`src/rtl/ppcdec_pkg.sv`:
```
// Package for the PowerPC instruction decoder: payload structs, status codes,
// mnemonic codes and fixed instruction words. No dependencies.
package ppcdec_pkg;

  typedef enum logic [1:0] {
    ST_OK      = 2'd0,
    ST_ILLEGAL = 2'd1,
    ST_UNKNOWN = 2'd2
  } status_t;

  typedef struct packed {
    logic [31:0] instr_word;
    logic [31:0] instr_address;
  } in_item_t;

  typedef struct packed {
    logic [1:0]  status;
    logic [7:0]  mnemonic;
    logic        record_flag;
    logic        overflow_flag;
    logic        link_flag;
    logic        absolute_flag;
    logic [4:0]  field_d;
    logic [4:0]  field_a;
    logic [4:0]  field_b;
    logic [4:0]  field_c;
    logic [4:0]  field_e;
    logic [31:0] value;
  } out_item_t;

  // Fixed instruction words
  localparam logic [31:0] W_NOP     = 32'h6000_0000;
  localparam logic [31:0] W_SC      = 32'h4400_0002;
  localparam logic [31:0] W_RFI     = 32'h4C00_0064;
  localparam logic [31:0] W_ISYNC   = 32'h4C00_012C;
  localparam logic [31:0] W_BLR     = 32'h4E80_0020;
  localparam logic [31:0] W_BLRL    = 32'h4E80_0021;
  localparam logic [31:0] W_BCTR    = 32'h4E80_0420;
  localparam logic [31:0] W_BCTRL   = 32'h4E80_0421;
  localparam logic [31:0] W_TLBSYNC = 32'h7C00_046C;
  localparam logic [31:0] W_SYNC    = 32'h7C00_04AC;
  localparam logic [31:0] W_EIEIO   = 32'h7C00_06AC;
  localparam logic [9:0]  XO_DCBZ   = 10'd1014;

  // Mnemonic codes (base codes for ranges)
  localparam logic [7:0] MN_NONE = 8'd0;
  localparam logic [7:0] MN_TWI = 8'd1, MN_DCBZ_L = 8'd2, MN_MULLI = 8'd3;
  localparam logic [7:0] MN_SUBFIC = 8'd4, MN_CMPLWI = 8'd5, MN_CMPLDI = 8'd6;
  localparam logic [7:0] MN_CMPWI = 8'd7, MN_CMPDI = 8'd8, MN_SC = 8'd9;
  localparam logic [7:0] MN_SUBIC = 8'd10, MN_ADDIC = 8'd14, MN_LI = 8'd18;
  localparam logic [7:0] MN_LIS = 8'd19, MN_BGE = 8'd20, MN_BLT = 8'd24;
  localparam logic [7:0] MN_BC = 8'd28, MN_B = 8'd29, MN_RFI = 8'd30;
  localparam logic [7:0] MN_ISYNC = 8'd31, MN_BLR = 8'd32, MN_BLRL = 8'd33;
  localparam logic [7:0] MN_BCTR = 8'd34, MN_BCTRL = 8'd35, MN_CRNOR = 8'd36;
  localparam logic [7:0] MN_CRANDC = 8'd37, MN_CRXOR = 8'd38, MN_CRCLR = 8'd39;
  localparam logic [7:0] MN_CRNAND = 8'd40, MN_CRAND = 8'd41, MN_CREQV = 8'd42;
  localparam logic [7:0] MN_CRORC = 8'd43, MN_CROR = 8'd44, MN_RLWIMI = 8'd45;
  localparam logic [7:0] MN_NOP = 8'd47, MN_ORI = 8'd48, MN_TLBSYNC = 8'd54;
  localparam logic [7:0] MN_SYNC = 8'd55, MN_EIEIO = 8'd56;
  localparam logic [7:0] MN_MTXER = 8'd88, MN_MR = 8'd94, MN_OR = 8'd95;
  localparam logic [7:0] MN_MFTBL = 8'd101, MN_MFTBU = 8'd102;
  localparam logic [7:0] MN_MFXER = 8'd104, MN_NOT = 8'd124, MN_NOR = 8'd125;
  localparam logic [7:0] MN_CMPLW = 8'd132, MN_CMPLD = 8'd133;
  localparam logic [7:0] MN_CMPW = 8'd139, MN_CMPD = 8'd140, MN_LWZ = 8'd141;
  localparam logic [7:0] MN_FDIVS = 8'd165, MN_FSUBS = 8'd166, MN_FADDS = 8'd167;
  localparam logic [7:0] MN_FCMPU = 8'd168, MN_FCMPO = 8'd169;

  // Value select for the result word
  typedef enum logic [1:0] {
    VS_ZERO = 2'd0,
    VS_SEXT = 2'd1,
    VS_ZEXT = 2'd2,
    VS_SPR  = 2'd3
  } vsel_t;

endpackage

```
`src/rtl/ppcdec_x31.sv`:
```
// Extended-opcode decode for primary opcode 31 (combinational).
// Depends on ppcdec_pkg.
module ppcdec_x31 (
  input  logic [31:0] word,
  output logic [7:0]  mn,
  output logic        oe,
  output logic        spr_val
);
  import ppcdec_pkg::*;

  logic [4:0] d, a, b;
  logic       rc, oeb, cmpok;
  logic [9:0] xo1, spr;
  logic [8:0] xo2;
  logic [7:0] spr_off;
  logic [7:0] m2;

  assign d     = word[25:21];
  assign a     = word[20:16];
  assign b     = word[15:11];
  assign rc    = word[0];
  assign oeb   = word[10];
  assign xo1   = word[10:1];
  assign xo2   = word[9:1];
  assign spr   = {b, a};
  assign cmpok = !word[22] && !rc;

  // Named SPR offsets
  always_comb begin
    case (spr)
      10'd1:   spr_off = 8'd0;
      10'd8:   spr_off = 8'd1;
      10'd9:   spr_off = 8'd2;
      10'd18:  spr_off = 8'd3;
      10'd19:  spr_off = 8'd4;
      default: spr_off = 8'd5;
    endcase
  end

  // XO-form arithmetic with OE
  always_comb begin
    case (xo2)
      9'd8:    m2 = 8'd57;
      9'd10:   m2 = 8'd58;
      9'd11:   m2 = oeb ? MN_NONE : 8'd59;
      9'd40:   m2 = 8'd60;
      9'd75:   m2 = oeb ? MN_NONE : 8'd61;
      9'd136:  m2 = 8'd62;
      9'd138:  m2 = 8'd63;
      9'd235:  m2 = 8'd64;
      9'd266:  m2 = 8'd65;
      9'd459:  m2 = 8'd66;
      9'd491:  m2 = 8'd67;
      default: m2 = MN_NONE;
    endcase
  end

  // X-form table
  always_comb begin
    mn      = MN_NONE;
    oe      = 1'b0;
    spr_val = 1'b0;
    if (m2 != MN_NONE) begin
      mn = m2;
      oe = oeb;
    end else begin
      case (xo1)
        XO_DCBZ: mn = (d == 5'd0 && !rc) ? 8'd68 : MN_NONE;
        10'd954: mn = (b == 5'd0) ? 8'd69 : MN_NONE;
        10'd922: mn = (b == 5'd0) ? 8'd70 : MN_NONE;
        10'd918: mn = !rc ? 8'd71 : MN_NONE;
        10'd824: mn = 8'd72;
        10'd792: mn = 8'd73;
        10'd790: mn = !rc ? 8'd74 : MN_NONE;
        10'd695: mn = !rc ? 8'd75 : MN_NONE;
        10'd663: mn = !rc ? 8'd76 : MN_NONE;
        10'd662: mn = !rc ? 8'd77 : MN_NONE;
        10'd661: mn = !rc ? 8'd78 : MN_NONE;
        10'd631: mn = !rc ? 8'd79 : MN_NONE;
        10'd599: mn = !rc ? 8'd80 : MN_NONE;
        10'd597: mn = !rc ? 8'd81 : MN_NONE;
        10'd567: mn = !rc ? 8'd82 : MN_NONE;
        10'd536: mn = 8'd83;
        10'd535: mn = !rc ? 8'd84 : MN_NONE;
        10'd534: mn = !rc ? 8'd85 : MN_NONE;
        10'd476: mn = 8'd86;
        10'd470: mn = (d == 5'd0 && !rc) ? 8'd87 : MN_NONE;
        10'd467: begin
          spr_val = 1'b1;
          mn = !rc ? MN_MTXER + spr_off : MN_NONE;
        end
        10'd444: mn = (d == b) ? MN_MR : MN_OR;
        10'd439: mn = !rc ? 8'd96 : MN_NONE;
        10'd438: mn = !rc ? 8'd97 : MN_NONE;
        10'd412: mn = 8'd98;
        10'd407: mn = !rc ? 8'd99 : MN_NONE;
        10'd375: mn = !rc ? 8'd100 : MN_NONE;
        10'd371: begin
          spr_val = 1'b1;
          if (rc)                 mn = MN_NONE;
          else if (spr == 10'd268) mn = MN_MFTBL;
          else if (spr == 10'd269) mn = MN_MFTBU;
          else                    mn = MN_NONE;
        end
        10'd343: mn = !rc ? 8'd103 : MN_NONE;
        10'd339: begin
          spr_val = 1'b1;
          mn = !rc ? MN_MFXER + spr_off : MN_NONE;
        end
        10'd316: mn = 8'd110;
        10'd311: mn = !rc ? 8'd111 : MN_NONE;
        10'd310: mn = !rc ? 8'd112 : MN_NONE;
        10'd306: mn = (d == 5'd0 && a == 5'd0 && !rc) ? 8'd113 : MN_NONE;
        10'd284: mn = 8'd114;
        10'd279: mn = !rc ? 8'd115 : MN_NONE;
        10'd278: mn = (d == 5'd0 && !rc) ? 8'd116 : MN_NONE;
        10'd247: mn = !rc ? 8'd117 : MN_NONE;
        10'd246: mn = (d == 5'd0 && !rc) ? 8'd118 : MN_NONE;
        10'd242: mn = (a == 5'd0 && !rc) ? 8'd119 : MN_NONE;
        10'd215: mn = !rc ? 8'd120 : MN_NONE;
        10'd183: mn = !rc ? 8'd121 : MN_NONE;
        10'd151: mn = !rc ? 8'd122 : MN_NONE;
        10'd150: mn = rc ? 8'd123 : MN_NONE;
        10'd124: mn = (d == b) ? MN_NOT : MN_NOR;
        10'd119: mn = !rc ? 8'd126 : MN_NONE;
        10'd87:  mn = !rc ? 8'd127 : MN_NONE;
        10'd86:  mn = (d == 5'd0 && !rc) ? 8'd128 : MN_NONE;
        10'd60:  mn = 8'd129;
        10'd55:  mn = !rc ? 8'd130 : MN_NONE;
        10'd54:  mn = (d == 5'd0 && !rc) ? 8'd131 : MN_NONE;
        10'd32:  mn = cmpok ? (word[21] ? MN_CMPLD : MN_CMPLW) : MN_NONE;
        10'd28:  mn = 8'd134;
        10'd26:  mn = (b == 5'd0) ? 8'd135 : MN_NONE;
        10'd24:  mn = 8'd136;
        10'd23:  mn = !rc ? 8'd137 : MN_NONE;
        10'd20:  mn = !rc ? 8'd138 : MN_NONE;
        10'd0:   mn = cmpok ? (word[21] ? MN_CMPD : MN_CMPW) : MN_NONE;
        default: mn = MN_NONE;
      endcase
    end
  end
endmodule

```
`src/rtl/ppcdec_core.sv`:
```
// Full single-word decode: primary opcodes, aliases, flags and value.
// Depends on ppcdec_pkg and ppcdec_x31.
module ppcdec_core (
  input  ppcdec_pkg::in_item_t  item,
  output ppcdec_pkg::out_item_t res
);
  import ppcdec_pkg::*;

  logic [31:0] w, addr, sext, bdisp, idisp, tgt;
  logic [5:0]  op;
  logic [4:0]  d, a, b, c, e;
  logic [9:0]  xo1;
  logic        rc, aa, b9, lbit;
  logic [7:0]  mn, x_mn;
  logic        x_oe, x_spr;
  logic        illegal, f_rc, f_oe, f_lk, f_aa, use_tgt;
  vsel_t       vsel;

  assign w    = item.instr_word;
  assign addr = item.instr_address;
  assign op   = w[31:26];
  assign d    = w[25:21];
  assign a    = w[20:16];
  assign b    = w[15:11];
  assign c    = w[10:6];
  assign e    = w[5:1];
  assign xo1  = w[10:1];
  assign rc   = w[0];
  assign aa   = w[1];
  assign b9   = w[22];
  assign lbit = w[21];
  assign sext = {{16{w[15]}}, w[15:0]};

  // Branch displacements and target adder
  assign bdisp = {sext[31:2], 2'b00};
  assign idisp = {{6{w[25]}}, w[25:2], 2'b00};
  assign tgt   = aa ? ((op == 6'd16) ? bdisp : idisp)
                    : addr + ((op == 6'd16) ? bdisp : idisp);

  ppcdec_x31 u_x31 (
    .word    (w),
    .mn      (x_mn),
    .oe      (x_oe),
    .spr_val (x_spr)
  );

  // Primary opcode classification
  always_comb begin
    illegal = 1'b0;
    mn      = MN_NONE;
    f_rc    = 1'b0;
    f_oe    = 1'b0;
    f_lk    = 1'b0;
    f_aa    = 1'b0;
    use_tgt = 1'b0;
    vsel    = VS_ZERO;
    case (op)
      6'd1, 6'd2, 6'd5, 6'd6, 6'd9, 6'd22, 6'd30, 6'd58, 6'd62: illegal = 1'b1;
      6'd3: begin mn = MN_TWI; vsel = VS_SEXT; end
      6'd4: mn = (d == 5'd0 && xo1 == XO_DCBZ && !rc) ? MN_DCBZ_L : MN_NONE;
      6'd7: begin mn = MN_MULLI; vsel = VS_SEXT; end
      6'd8: begin mn = MN_SUBFIC; vsel = VS_SEXT; end
      6'd10: if (!b9) begin
        mn = lbit ? MN_CMPLDI : MN_CMPLWI;
        vsel = VS_ZEXT;
      end
      6'd11: if (!b9) begin
        mn = lbit ? MN_CMPDI : MN_CMPWI;
        vsel = VS_SEXT;
      end
      6'd17: mn = (w == W_SC) ? MN_SC : MN_NONE;
      6'd12, 6'd13, 6'd14, 6'd15: begin
        vsel = VS_SEXT;
        if (op == 6'd14 && a == 5'd0)      mn = MN_LI;
        else if (op == 6'd15 && a == 5'd0) mn = MN_LIS;
        else mn = (w[15] ? MN_SUBIC : MN_ADDIC) + {6'd0, op[1:0]};
      end
      6'd16: begin
        use_tgt = 1'b1;
        f_lk = rc;
        f_aa = aa;
        if (d == 5'd4)       mn = MN_BGE + {6'd0, a[1:0]};
        else if (d == 5'd12) mn = MN_BLT + {6'd0, a[1:0]};
        else                 mn = MN_BC;
      end
      6'd18: begin
        use_tgt = 1'b1;
        f_lk = rc;
        f_aa = aa;
        mn = MN_B;
      end
      6'd19: begin
        if (w == W_RFI)        mn = MN_RFI;
        else if (w == W_ISYNC) mn = MN_ISYNC;
        else if (w == W_BLR)   mn = MN_BLR;
        else if (w == W_BLRL) begin mn = MN_BLRL; f_lk = 1'b1; end
        else if (w == W_BCTR)  mn = MN_BCTR;
        else if (w == W_BCTRL) begin mn = MN_BCTRL; f_lk = 1'b1; end
        else if (!rc) begin
          case (xo1)
            10'd33:  mn = MN_CRNOR;
            10'd129: mn = MN_CRANDC;
            10'd193: mn = (a == b) ? MN_CRCLR : MN_CRXOR;
            10'd225: mn = MN_CRNAND;
            10'd257: mn = MN_CRAND;
            10'd289: mn = MN_CREQV;
            10'd417: mn = MN_CRORC;
            10'd449: mn = MN_CROR;
            default: mn = MN_NONE;
          endcase
        end
      end
      6'd20, 6'd21: begin
        f_rc = rc;
        mn = MN_RLWIMI + {7'd0, op[0]};
      end
      6'd24, 6'd25, 6'd26, 6'd27, 6'd28, 6'd29: begin
        vsel = VS_ZEXT;
        if (w == W_NOP) mn = MN_NOP;
        else begin
          f_rc = (op >= 6'd28);
          mn = MN_ORI + {2'd0, op - 6'd24};
        end
      end
      6'd31: begin
        if (w == W_TLBSYNC)    mn = MN_TLBSYNC;
        else if (w == W_SYNC)  mn = MN_SYNC;
        else if (w == W_EIEIO) mn = MN_EIEIO;
        else begin
          f_rc = rc;
          f_oe = x_oe;
          mn = x_mn;
          vsel = x_spr ? VS_SPR : VS_ZERO;
        end
      end
      6'd59: begin
        f_rc = rc;
        if (c == 5'd0) begin
          if (e == 5'd18)      mn = MN_FDIVS;
          else if (e == 5'd20) mn = MN_FSUBS;
          else if (e == 5'd21) mn = MN_FADDS;
        end
      end
      6'd63: if (!b9 && !rc) begin
        if (xo1 == 10'd0)       mn = MN_FCMPU;
        else if (xo1 == 10'd32) mn = MN_FCMPO;
      end
      default: if (op >= 6'd32 && op <= 6'd55) begin
        vsel = VS_SEXT;
        mn = MN_LWZ + {2'd0, op - 6'd32};
      end
    endcase
  end

  // Result assembly; flags and value cleared when not decoded
  always_comb begin
    res.field_d = d;
    res.field_a = a;
    res.field_b = b;
    res.field_c = c;
    res.field_e = e;
    if (illegal || mn == MN_NONE) begin
      res.status        = illegal ? ST_ILLEGAL : ST_UNKNOWN;
      res.mnemonic      = MN_NONE;
      res.record_flag   = 1'b0;
      res.overflow_flag = 1'b0;
      res.link_flag     = 1'b0;
      res.absolute_flag = 1'b0;
      res.value         = 32'd0;
    end else begin
      res.status        = ST_OK;
      res.mnemonic      = mn;
      res.record_flag   = f_rc;
      res.overflow_flag = f_oe;
      res.link_flag     = f_lk;
      res.absolute_flag = f_aa;
      if (use_tgt) res.value = tgt;
      else begin
        case (vsel)
          VS_SEXT: res.value = sext;
          VS_ZEXT: res.value = {16'd0, w[15:0]};
          VS_SPR:  res.value = {22'd0, b, a};
          default: res.value = 32'd0;
        endcase
      end
    end
  end
endmodule

```
`src/rtl/ppc_instruction_decoder.sv`:
```
// Top level of the PowerPC instruction decoder: input register, decode,
// result register. Depends on ppcdec_pkg and ppcdec_core.
//
// Decodes one 32-bit PowerPC word per cycle while out_ready does not stall
// the output. A transaction is registered on input, decoded by one pass of
// combinational logic, and the result is registered for output. The path
// is set by the opcode tables and the 32-bit branch target adder. Input
// ready stays high while the input register is empty or the result stage
// is empty or being drained.
module ppc_instruction_decoder (
  input  logic                  clk,
  input  logic                  rst_n,
  input  logic                  in_valid,
  output logic                  in_ready,
  input  ppcdec_pkg::in_item_t  in_data,
  output logic                  out_valid,
  input  logic                  out_ready,
  output ppcdec_pkg::out_item_t out_data
);
  import ppcdec_pkg::*;

  in_item_t  in_r;
  logic      in_vld_r;
  out_item_t dec;
  logic      stage_ready, out_take;

  // Stages advance when the result register is free or being taken
  assign out_take    = !out_valid || out_ready;
  assign stage_ready = !in_vld_r || out_take;
  assign in_ready    = stage_ready;

  // Input register
  always_ff @(posedge clk) begin
    if (!rst_n) begin
      in_vld_r <= 1'b0;
    end else if (stage_ready) begin
      in_vld_r <= in_valid;
    end
    if (stage_ready && in_valid) begin
      in_r <= in_data;
    end
  end

  ppcdec_core u_core (
    .item (in_r),
    .res  (dec)
  );

  // Result register
  always_ff @(posedge clk) begin
    if (!rst_n) begin
      out_valid <= 1'b0;
    end else if (out_take) begin
      out_valid <= in_vld_r;
    end
    if (out_take && in_vld_r) begin
      out_data <= dec;
    end
  end
endmodule
```
`config.mk`:
```
export PLATFORM = sky130hd
export DESIGN_NAME = ppc_instruction_decoder
export DESIGN_NICKNAME = d
export VERILOG_FILES = /design/src/rtl/ppcdec_pkg.sv /design/src/rtl/ppcdec_x31.sv /design/src/rtl/ppcdec_core.sv /design/src/rtl/ppc_instruction_decoder.sv
export SDC_FILE = /design/constraint.sdc
export NUM_CORES = 1
export LEC_CHECK = 0
export BUFFER_PORTS_ARGS = -buffer_cell sky130_fd_sc_hd__buf_2
export CAP_MARGIN = 5
export CORE_AREA = 2 2 153 140
export DETAILED_ROUTE_END_ITERATION = 7
export DIE_AREA = 0 0 155 142
export PLACE_DENSITY_LB_ADDON = 0.2
export SYNTH_ARGS = -nofsm -noshare
export SYNTH_HDL_FRONTEND = slang
export SYNTH_HIERARCHICAL = 1
export SYNTH_SLANG_ARGS = --single-unit
```
`constraint.sdc`:
```
create_clock -name clk -period 9.98 [get_ports clk]
set_input_delay 0.998 -clock clk [delete_from_list [all_inputs] [get_ports clk]]
set_output_delay 0.998 -clock clk [all_outputs]
set_load 0.005 [all_outputs]
```
Word level (Yosys, flattened, before mapping)
Cells that the tools add are included.

Flip-flop bits (word level): 137. Latch bits: 0. Memory bits (writable): 0. ROM bits: 0. Output and inout bits: 73. Logic and storage cells: 328. Memories: 0.

Add/subtract/negate cells: 11. Multiply operators: 0. Divide/modulo/power cells: 0. Order comparisons: 3. Eq/ne operators: 138. Shifts and indexed selects: 0. Muxes and demuxes: 120. Bitwise operators: 3. Reductions and logical operators: 37.

Operators with widths (number): $pmux 8 s58 (1); $eq 32x31->1 const B (11); $mux 8 (36); $mux 7 (38); $eq 10x9->1 const B (25); $eq 10x10->1 const B (18); $pmux 8 s17 (1); $eq 10x8->1 const B (10); $mux 32 (3); $pmux 32 s3 (1); $eq 6x5->1 const B (15); $pmux 7 s11 (1); $eq 10x5->1 const B (7); $pmux 8 s8 (1); $eq 10x6->1 const B (5); $eq 6x4->1 const B (8); $eq 10x7->1 const B (4); $add 32x32->32 (1); $eq 9x4->1 const B (3); $eq 9x8->1 const B (3); $eq 9x9->1 const B (3); $eq 6x3->1 const B (4); $eq 6x6->1 const B (4); $eq 10x4->1 const B (2); 46 further kinds (107).

Logic depth before layout (Yosys ltp)
Gate-level depths: netlist (run 1).

Depth in word-level cells: 14. Depth in mapped cells: 17.

Hierarchy
Netlist (run 1), hierarchy kept.

Modules (own cells, without submodules): ppcdec_core (instances 1, cells an instance 647, area an instance 4225.3 um^2, sequential area each 0.0 um^2); ppc_instruction_decoder (instances 1, cells an instance 144, area an instance 4157.7 um^2, sequential area each 4093.9 um^2); ppcdec_x31 (instances 1, cells an instance 280, area an instance 1681.6 um^2, sequential area each 0.0 um^2).

Least setup slack after synthesis (run 1)
No wires, ideal clock.

Kind: input to register. From: input out_ready. To: register in_r[0] (netlist bit), enable pin. Library setup time: 507 ps. Data arrival time: 4166 ps. Data required time: 9473 ps. Setup slack: 5307 ps. Stages: 2. Path through: nor2b_4 -> a21oi_1.

Word-level cells in the longest chain between the ends: 3.

Ends and longest elaborated chain: from (decl) (line ppc_instruction_decoder.sv:17) `input logic out_ready,`; $logic_or 1x1->1 (line ppc_instruction_decoder.sv:28) `assign out_take = !out_valid || out_ready;`; $logic_or 1x1->1 (line ppc_instruction_decoder.sv:29) `assign stage_ready = !in_vld_r || out_take;`; $logic_and 1x1->1 (line ppc_instruction_decoder.sv:39) `if (stage_ready && in_valid) begin`; to (signal assigned) (line ppc_instruction_decoder.sv:40) `in_r <= in_data;`; to (decl) (line ppc_instruction_decoder.sv:22) `in_item_t in_r;`.

Every way passes these cells. A chain may end at the register's enable or synchronous reset.

Worst setup path after layout (run 1)
From: register in_r[59] (netlist bit). To: register out_data[30] (netlist bit), data pin.

Word-level cells in the longest chain between the ends: 10.

Ends and longest elaborated chain: branches (longest 10 deep; another with $add 8x6->8); to (signal assigned) (line ppc_instruction_decoder.sv:57) `out_data <= dec;`; to (decl) (line ppc_instruction_decoder.sv:18) `output ppcdec_pkg::out_item_t out_data`.

Several ways; the timed one is not identified.

==> flow_metrics.py, run 1 <==
metrics = {
    "cts": {
        "cts.sinks": 137,
        "cts_tree": "done",
        "cts_buffer_depth": 2,
        "cts.repair.resized": 0,
        "cts.clk_slew.worst_paths_ns": 0.08,
        "clock_latency_ns": 0.44,
        "cts-buffers-inserted": 17,
        "htreeDepth": 4,
        "cts_setup_buffers": 0,
        "cts-root-buf": "clkbuf_16",
        "postCtsHoldBufs": 0,
    },
    "floorplan": {
        "core_sq_um": 20500,
        "die_w_um": 155,
        "rows": 50,
        "initial_core_util_pct": 49.2,
        "io_pins": 141,
        "die_area_sq_um": 22000,
        "die_h_um": 142,
    },
    "synth": {
        "synth-edff-count": 135,
        "yosysTopAreaCell": "edfxtp_1",
        "syn-num-nets": 1177,
        "synth_common_cells": "135 x edfxtp_1, 94 x nor2_1, 72 x a21oi_1, 67 x nand2_1",
        "ys_types": 90,
        "yosysWarnings": 6,
        "synthCells": 1071,
        "netlist_area_sq_um": 10100,
        "synth_flop_cell": "edfxtp_1",
        "ys_seq_elements": 137,
        "synth.most_common_cell": "edfxtp_1",
        "synth_area_per_cell_sq_um": 9.40,
        "synth-async-reset-ratio_pct": 0,
        "synth_top_area_share_pct": 40.3,
        "yosysSeqAreaShare_pct": 40.7,
        "ys_top_cells_by_area": "edfxtp_1 40%, ha_1 4.6%, a21oi_1 3.6%, nor2_1 3.5%, nand2_1 2.5%",
    },
    "timing": {
        "setup_tns_ns": 0,
        "min_period_ns": 5.34,
        "fin_ws_ns": 4.64,
        "final-hold-violation-count": 0,
        "timing.slew.headroom_pct": 26.8,
        "fmax_ghz": 0.187,
        "fin_worst_skew_ns": 0.0204,
        "setup_viol": 0,
        "holdWs_ns": 0.529,
        "tightest_slew_ns": 1.08,
        "finalCritPeriodShare_pct": 53.5,
        "final_max_slew_viol_count": 0,
        "rsz0062_at_grt": "no",
    },
    "worst_setup_path": {
        "crit_fanout": 11,
        "endpoint_kind": "register",
        "path_class": "register to register",
        "worstPathArrival_ns": 5.49,
        "startpoint_type": "register",
        "reg2reg_to": "out_data[30]",
        "crit_required_ns": 10.13,
        "r2r-start": "in_r[59]",
        "rrSetupSlack_ns": 4.64,
        "r2r_cells": 16,
    },
    "global_routing": {
        "grt_max_degree": 72,
        "grt_antenna_before_repair": 0,
        "grt.total_usage_pct": 30.1,
        "grt_pass1_wl_um": 50900,
        "grt_overflow": 0,
        "first_global_vias": 9002,
    },
    "pwr": {
        "powerDensity_nw_per_um2": 145,
        "total_power_mw": 1.66,
        "peakVddDrop_v": 0.000128,
        "leakage_nw": 4.43,
    },
    "flow_run": {
        "maxCapViolations": 0,
    },
    "outcome": {
        "status": "complete, no violations",
    },
    "route": {
        "avgViaCountPerCell": 6.64,
        "post_drt_wl_per_cell_um": 23.3,
        "detail_route.wirelength_um": 33400,
        "vias": 9546,
        "drc": 0,
        "drtIter0Drc": 1280,
        "antenna_left": 0,
        "dr.pass1.iters": 8,
    },
    "placement": {
        "place_worst_setup_slack_ns": 4.82,
        "hpwl_um": 22900,
        "gp_congestion": 1.03,
        "portBuffers": 140,
    },
    "final_layout": {
        "area_growth_pct": 13.6,
        "nets": 1269,
        "nFillCells": 1847,
        "drive_above_1_share_pct": 18.8,
    },
    "hold_path": {
        "hold_depth": 2,
        "whs_endpoint": "in_vld_r",
        "holdCritPathClass": "register to register",
        "worstHoldStart": "out_valid",
    },
}
## registers in the layout, summed over array words and instances, names as in the netlist
name	flops
out_data	71
in_r	64
out_valid	1
in_vld_r	1
## how the worst max path moves through the flow
| stage | startpoint | cells after the start | end |
|---|---|---|---|
| after detailed placement | in_r[59] | 16 | out_data[30] |
| final | in_r[59] | 16 | out_data[30] |
| after global routing | in_r[59] | 16 | out_data[30] |
| after global placement | in_r[59] | 16 | out_data[31] |
| after CTS | in_r[59] | 16 | out_data[30] |
| after floorplan | out_ready | 2 | in_r[0] |
## stage by stage
stage               instance area [sq um]  util [%]  instances
global route                        11400      55.9       1436
CTS                                 11400      55.9       1436
finish                              11400      55.9       1437
global placement                    10800      52.8       1404
detailed placement                  10800      52.8       1404
floorplan                           10100         -       1071
## cell families (layout without fill, tap and decap cells)
| logic type | after synthesis | count (layout) | share of synthesized area, % |
|---|---|---|---|
| AND/OR/NAND/NOR | 452 | 452 | 25.6 |
| AO/OA/AOI/OAI | 290 | 290 | 19.7 |
| flip-flops | 137 | 137 | 40.7 |
| buffers and inverters | 108 | 213 | 5.12 |
| adder cells (fa/ha/maj) | 38 | 38 | 4.80 |
| XOR/XNOR | 37 | 37 | 3.22 |
| multiplexers | 9 | 9 | 0.895 |
| other | 0 | 1 | 0 |
## layout make-up
cell class                      count  area [sq um]  area share [%]
Timing Repair Buffer              156           821            7.18
Multi-Input combinational cell    826          5470            47.9
Antenna cell                        1          2.50          0.0219
Clock buffer                       17           425            3.72
Tap cell                          260           325            2.84
Inverter                           25          93.8           0.821
Clock inverter                     15           199            1.74
Sequential cell                   137          4090            35.8
## cells in the final DEF, fill, tap and decap left out, drive strengths merged, types with 10 or more instances in the layout
| cell | instances |
|---|---|
| a31oi | 13 |
| xor2 | 15 |
| nand3 | 40 |
| nor4b | 10 |
| and3 | 14 |
| a211oi | 23 |
| xnor2 | 22 |
| buf | 156 |
| nor2b | 22 |
| a21o | 28 |
| nor3 | 47 |
| o21ai | 44 |
| nand4 | 23 |
| o211ai | 10 |
| a21oi | 73 |
| nand2b | 15 |
| inv | 30 |
| or4 | 17 |
| nor4 | 24 |
| clkbuf | 17 |
| nand2 | 67 |
| clkinv | 10 |
| nor2 | 94 |
| a22oi | 10 |
| edfxtp | 135 |
| ha | 37 |
| nor3b | 16 |
## layer usage
layer  up-vias  wire length, um  track usage, %
li1       4353                -               -
met1      4540            14400            41.6
met2       558            14800            47.3
met3        95             3080            5.24
met4         0             1140            12.3
met5         -                0               0
## report_power, final
group | switching [mW] | total, mW | internal [mW]
clock | 0.312 | 0.654 | 0.342
sequential | 0.0347 | 0.708 | 0.673
combinational | 0.183 | 0.298 | 0.115
total | 0.530 | 1.66 | 1.13
## worst max-delay path, cell delays in order, from the launching register on
cell and delay (ns):
edfxtp_1 0.53, inv_1 0.17, ha_1 0.37, nor4bb_1 0.55, nand2_1 0.38, nor2_1 0.59, a21o_1 0.18, ha_1 0.32
a21o_1 0.19, a21o_1 0.17, a21oi_1 0.16, o21ai_0 0.17, o41ai_1 0.52, nand2_1 0.10, a31oi_1 0.33, mux2i_1 0.22
a31oi_1 0.09
Note: power is estimated with default switching activity, not from simulation.
==> run 2: changes to the inputs <==
- ABC_AREA: default -> 1
- CORE_AREA: 2 2 153 140 -> 2 2 163 149
- DIE_AREA: 0 0 155 142 -> 0 0 165 151
- clock period: 9.98 -> 4.5 ns (I/O delays scaled with it)
==> run 2 against run 1 <==
Count of clock-buffer cells in the layout grew 1. Sequential share of layout area shrank 4.0 points. Maximum frequency grew 32%. Via count grew 26%. Utilization shrank 0.27 points. Combinational power grew to 2.8 times the previous value. Die area grew 13%. Setup slack lost 4.2 ns. Wire length grew 23%. Critical path type unchanged.
==> flow_metrics.py, run 2 <==
metrics = {
    "synth": {
        "synth-async-reset-ratio_pct": 0,
        "yosysWarnings": 6,
        "synth_top_area_share_pct": 35.4,
        "yosysSeqAreaShare_pct": 35.7,
        "synth_common_cells": "431 x nand2_1, 312 x nor2_1, 176 x inv_1, 163 x nand3_1, 135 x edfxtp_1",
        "synth_area_per_cell_sq_um": 6.84,
        "yosysTopAreaCell": "edfxtp_1",
        "netlist_area_sq_um": 11500,
        "ys_top_cells_by_area": "edfxtp_1 35%, nand2_1 14%, nor2_1 10%, nand3_1 7.1%, inv_1 5.8%",
        "ys_seq_elements": 137,
        "synthCells": 1675,
        "synth_flop_cell": "edfxtp_1",
        "synth.most_common_cell": "nand2_1",
        "ys_types": 48,
        "syn-num-nets": 1781,
        "synth-edff-count": 135,
    },
    "global_routing": {
        "grt_pass1_wl_um": 61500,
        "grt_overflow": 0,
        "grt-busiest-layer": "met1",
        "use_met1_pct": 49.3,
        "grt_antenna_before_repair": 0,
        "first_global_vias": 10885,
        "met3_usage_pct": 7.94,
        "grt_max_degree": 58,
        "grt.total_usage_pct": 32.9,
        "met2_usage_pct": 47.0,
    },
    "pwr": {
        "peakVddDrop_v": 0.000338,
        "total_power_mw": 3.79,
        "leakage_nw": 6.10,
        "powerDensity_nw_per_um2": 294,
    },
    "hold_path": {
        "holdCritPathClass": "primary input to register",
    },
    "worst_setup_path": {
        "endpoint_kind": "register",
        "startpoint_type": "register",
        "worstPathArrival_ns": 4.25,
        "cp_slowest_cell": "edfxtp_1",
        "crit_top_cell": "o21ai_0",
        "path_class": "register to register",
        "cp_top_family": "compound AO/OA/AOI/OAI gates",
        "crit_chain": "inv_1 -> ha_1 -> nand2_1 -> nor2_2 -> buf_4 -> o21ai_0 -> inv_1 -> ha_1 -> a21o_1 -> a31oi_1 -> o21ai_0 -> a21oi_1 -> a21oi_1 -> o21ai_0 -> o21a_1 -> nor2_1",
        "rrSetupSlack_ns": 0.44,
        "critPathBufInv": 3,
        "crit_required_ns": 4.69,
        "slowest_delay_ns": 0.45,
        "crit_fanout": 15,
    },
    "route": {
        "avgViaCountPerCell": 5.72,
        "drc": 0,
        "post_drt_wl_per_cell_um": 19.5,
        "detail_route.wirelength_um": 41000,
        "dr.pass1.iters": 7,
        "drtIter0Drc": 1576,
        "antenna_left": 0,
        "vias": 12050,
    },
    "cts": {
        "htreeDepth": 4,
        "cts.clk_slew.worst_paths_ns": 0.07,
        "cts_buffer_depth": 2,
        "cts_tree": "done",
        "cts-buffers-inserted": 17,
        "cts.sinks": 137,
        "cts.repair.resized": 0,
        "clock_latency_ns": 0.44,
        "cts-root-buf": "clkbuf_16",
        "postCtsHoldBufs": 0,
        "cts_setup_buffers": 0,
    },
    "timing": {
        "setup_tns_ns": 0,
        "timing.slew.headroom_pct": 46.5,
        "rsz0062_at_grt": "no",
        "fin_worst_skew_ns": 0.0140,
        "tightest_slew_ns": 0.801,
        "final-hold-violation-count": 0,
        "setup_viol": 0,
        "min_period_ns": 4.06,
        "finalCritPeriodShare_pct": 90.2,
        "fmax_ghz": 0.246,
        "final_max_slew_viol_count": 0,
        "holdWs_ns": 0.181,
    },
    "placement": {
        "gp_congestion": 1.02,
        "placed_cell_area_sq_um": 12300,
        "hpwl_um": 31900,
        "portBuffers": 140,
    },
    "floorplan": {
        "rows": 53,
        "core_sq_um": 23100,
        "die_h_um": 151,
        "initial_core_util_pct": 49.5,
        "die_w_um": 165,
        "io_pins": 141,
        "die_area_sq_um": 24900,
    },
    "final_layout": {
        "largest-register": "out_data",
        "area_growth_pct": 12.4,
        "antenna_cells": 0,
        "largest_register_ffs": 71,
        "top_regs": "out_data: 71 flops, in_r: 64 flops",
        "drive_above_1_share_pct": 14.6,
        "nets": 1897,
        "fin_util_pct": 55.6,
        "final_cell_mix": "431 x nand2_1, 312 x nor2_1, 175 x inv_1",
        "final_cell_area_sq_um": 12900,
        "layout_commonest_cell": "nand2_1",
    },
    "flow_run": {
        "maxCapViolations": 0,
    },
    "outcome": {
        "status": "complete, no violations",
    },
}
==> run 2: worst register-to-register path: cells and delay by family, from the launching register on <==
kind                       cells  cell delay, ns
AOI/OAI and AO/OA              8            1.85
adders and majority gates      2            0.73
buffers and inverters          3            0.58
DFF                            1            0.45
and+or+nand+nor                3            0.22
==> run 2: kinds of logic after synthesis <==
| group | count (synthesis) | share of synthesized area (%) |
|---|---|---|
| xor+xnor | 23 | 1.76 |
| compound gates | 199 | 9.70 |
| flops | 137 | 35.7 |
| buf+inv | 255 | 9.95 |
| fa+ha+maj | 38 | 4.22 |
| simple gates | 1023 | 38.6 |
==> run 2: metal layers <==
metal	share of wire, %	vias to the layer above
li1	-	5734
met2	42	711
met4	1.9	0
met1	46	5535
met5	0	-
met3	11	70
==> run 2: through the flow <==
stage / cells / setup slack (ns)
final: 2106 / 0.441
after global routing: 2106 / 0.254
after CTS: 2106 / 0.572
after detailed placement: 2074 / 0.621
after global placement: 2074 / 0.632
after floorplan: 1675 / 0.0222
==> run 2: worst paths after layout <==
kind | from | endpoint | depth (start not counted)
worst min-delay path | in_data[28] | in_r[28] | 1
worst max-delay path | in_r[58] | out_data[30] | 16
worst max register to register | in_r[58] | out_data[30] | 16
worst min register to register | in_vld_r | in_vld_r | 2
==> run 2: area by class of cell <==
type	count	area [sq um]
inverters	190	713
well taps	302	378
fillers	2268	10300
clock inverters	14	134
repair buffers	162	891
flip-flops and latches	137	4090
multi-input cells	1283	6230
clock buffers	18	429
==> run 2: power by group <==
part / internal, mW / switching, mW
Combinational: 0.264 / 0.580
Sequential: 1.50 / 0.0748
Clock: 0.729 / 0.641
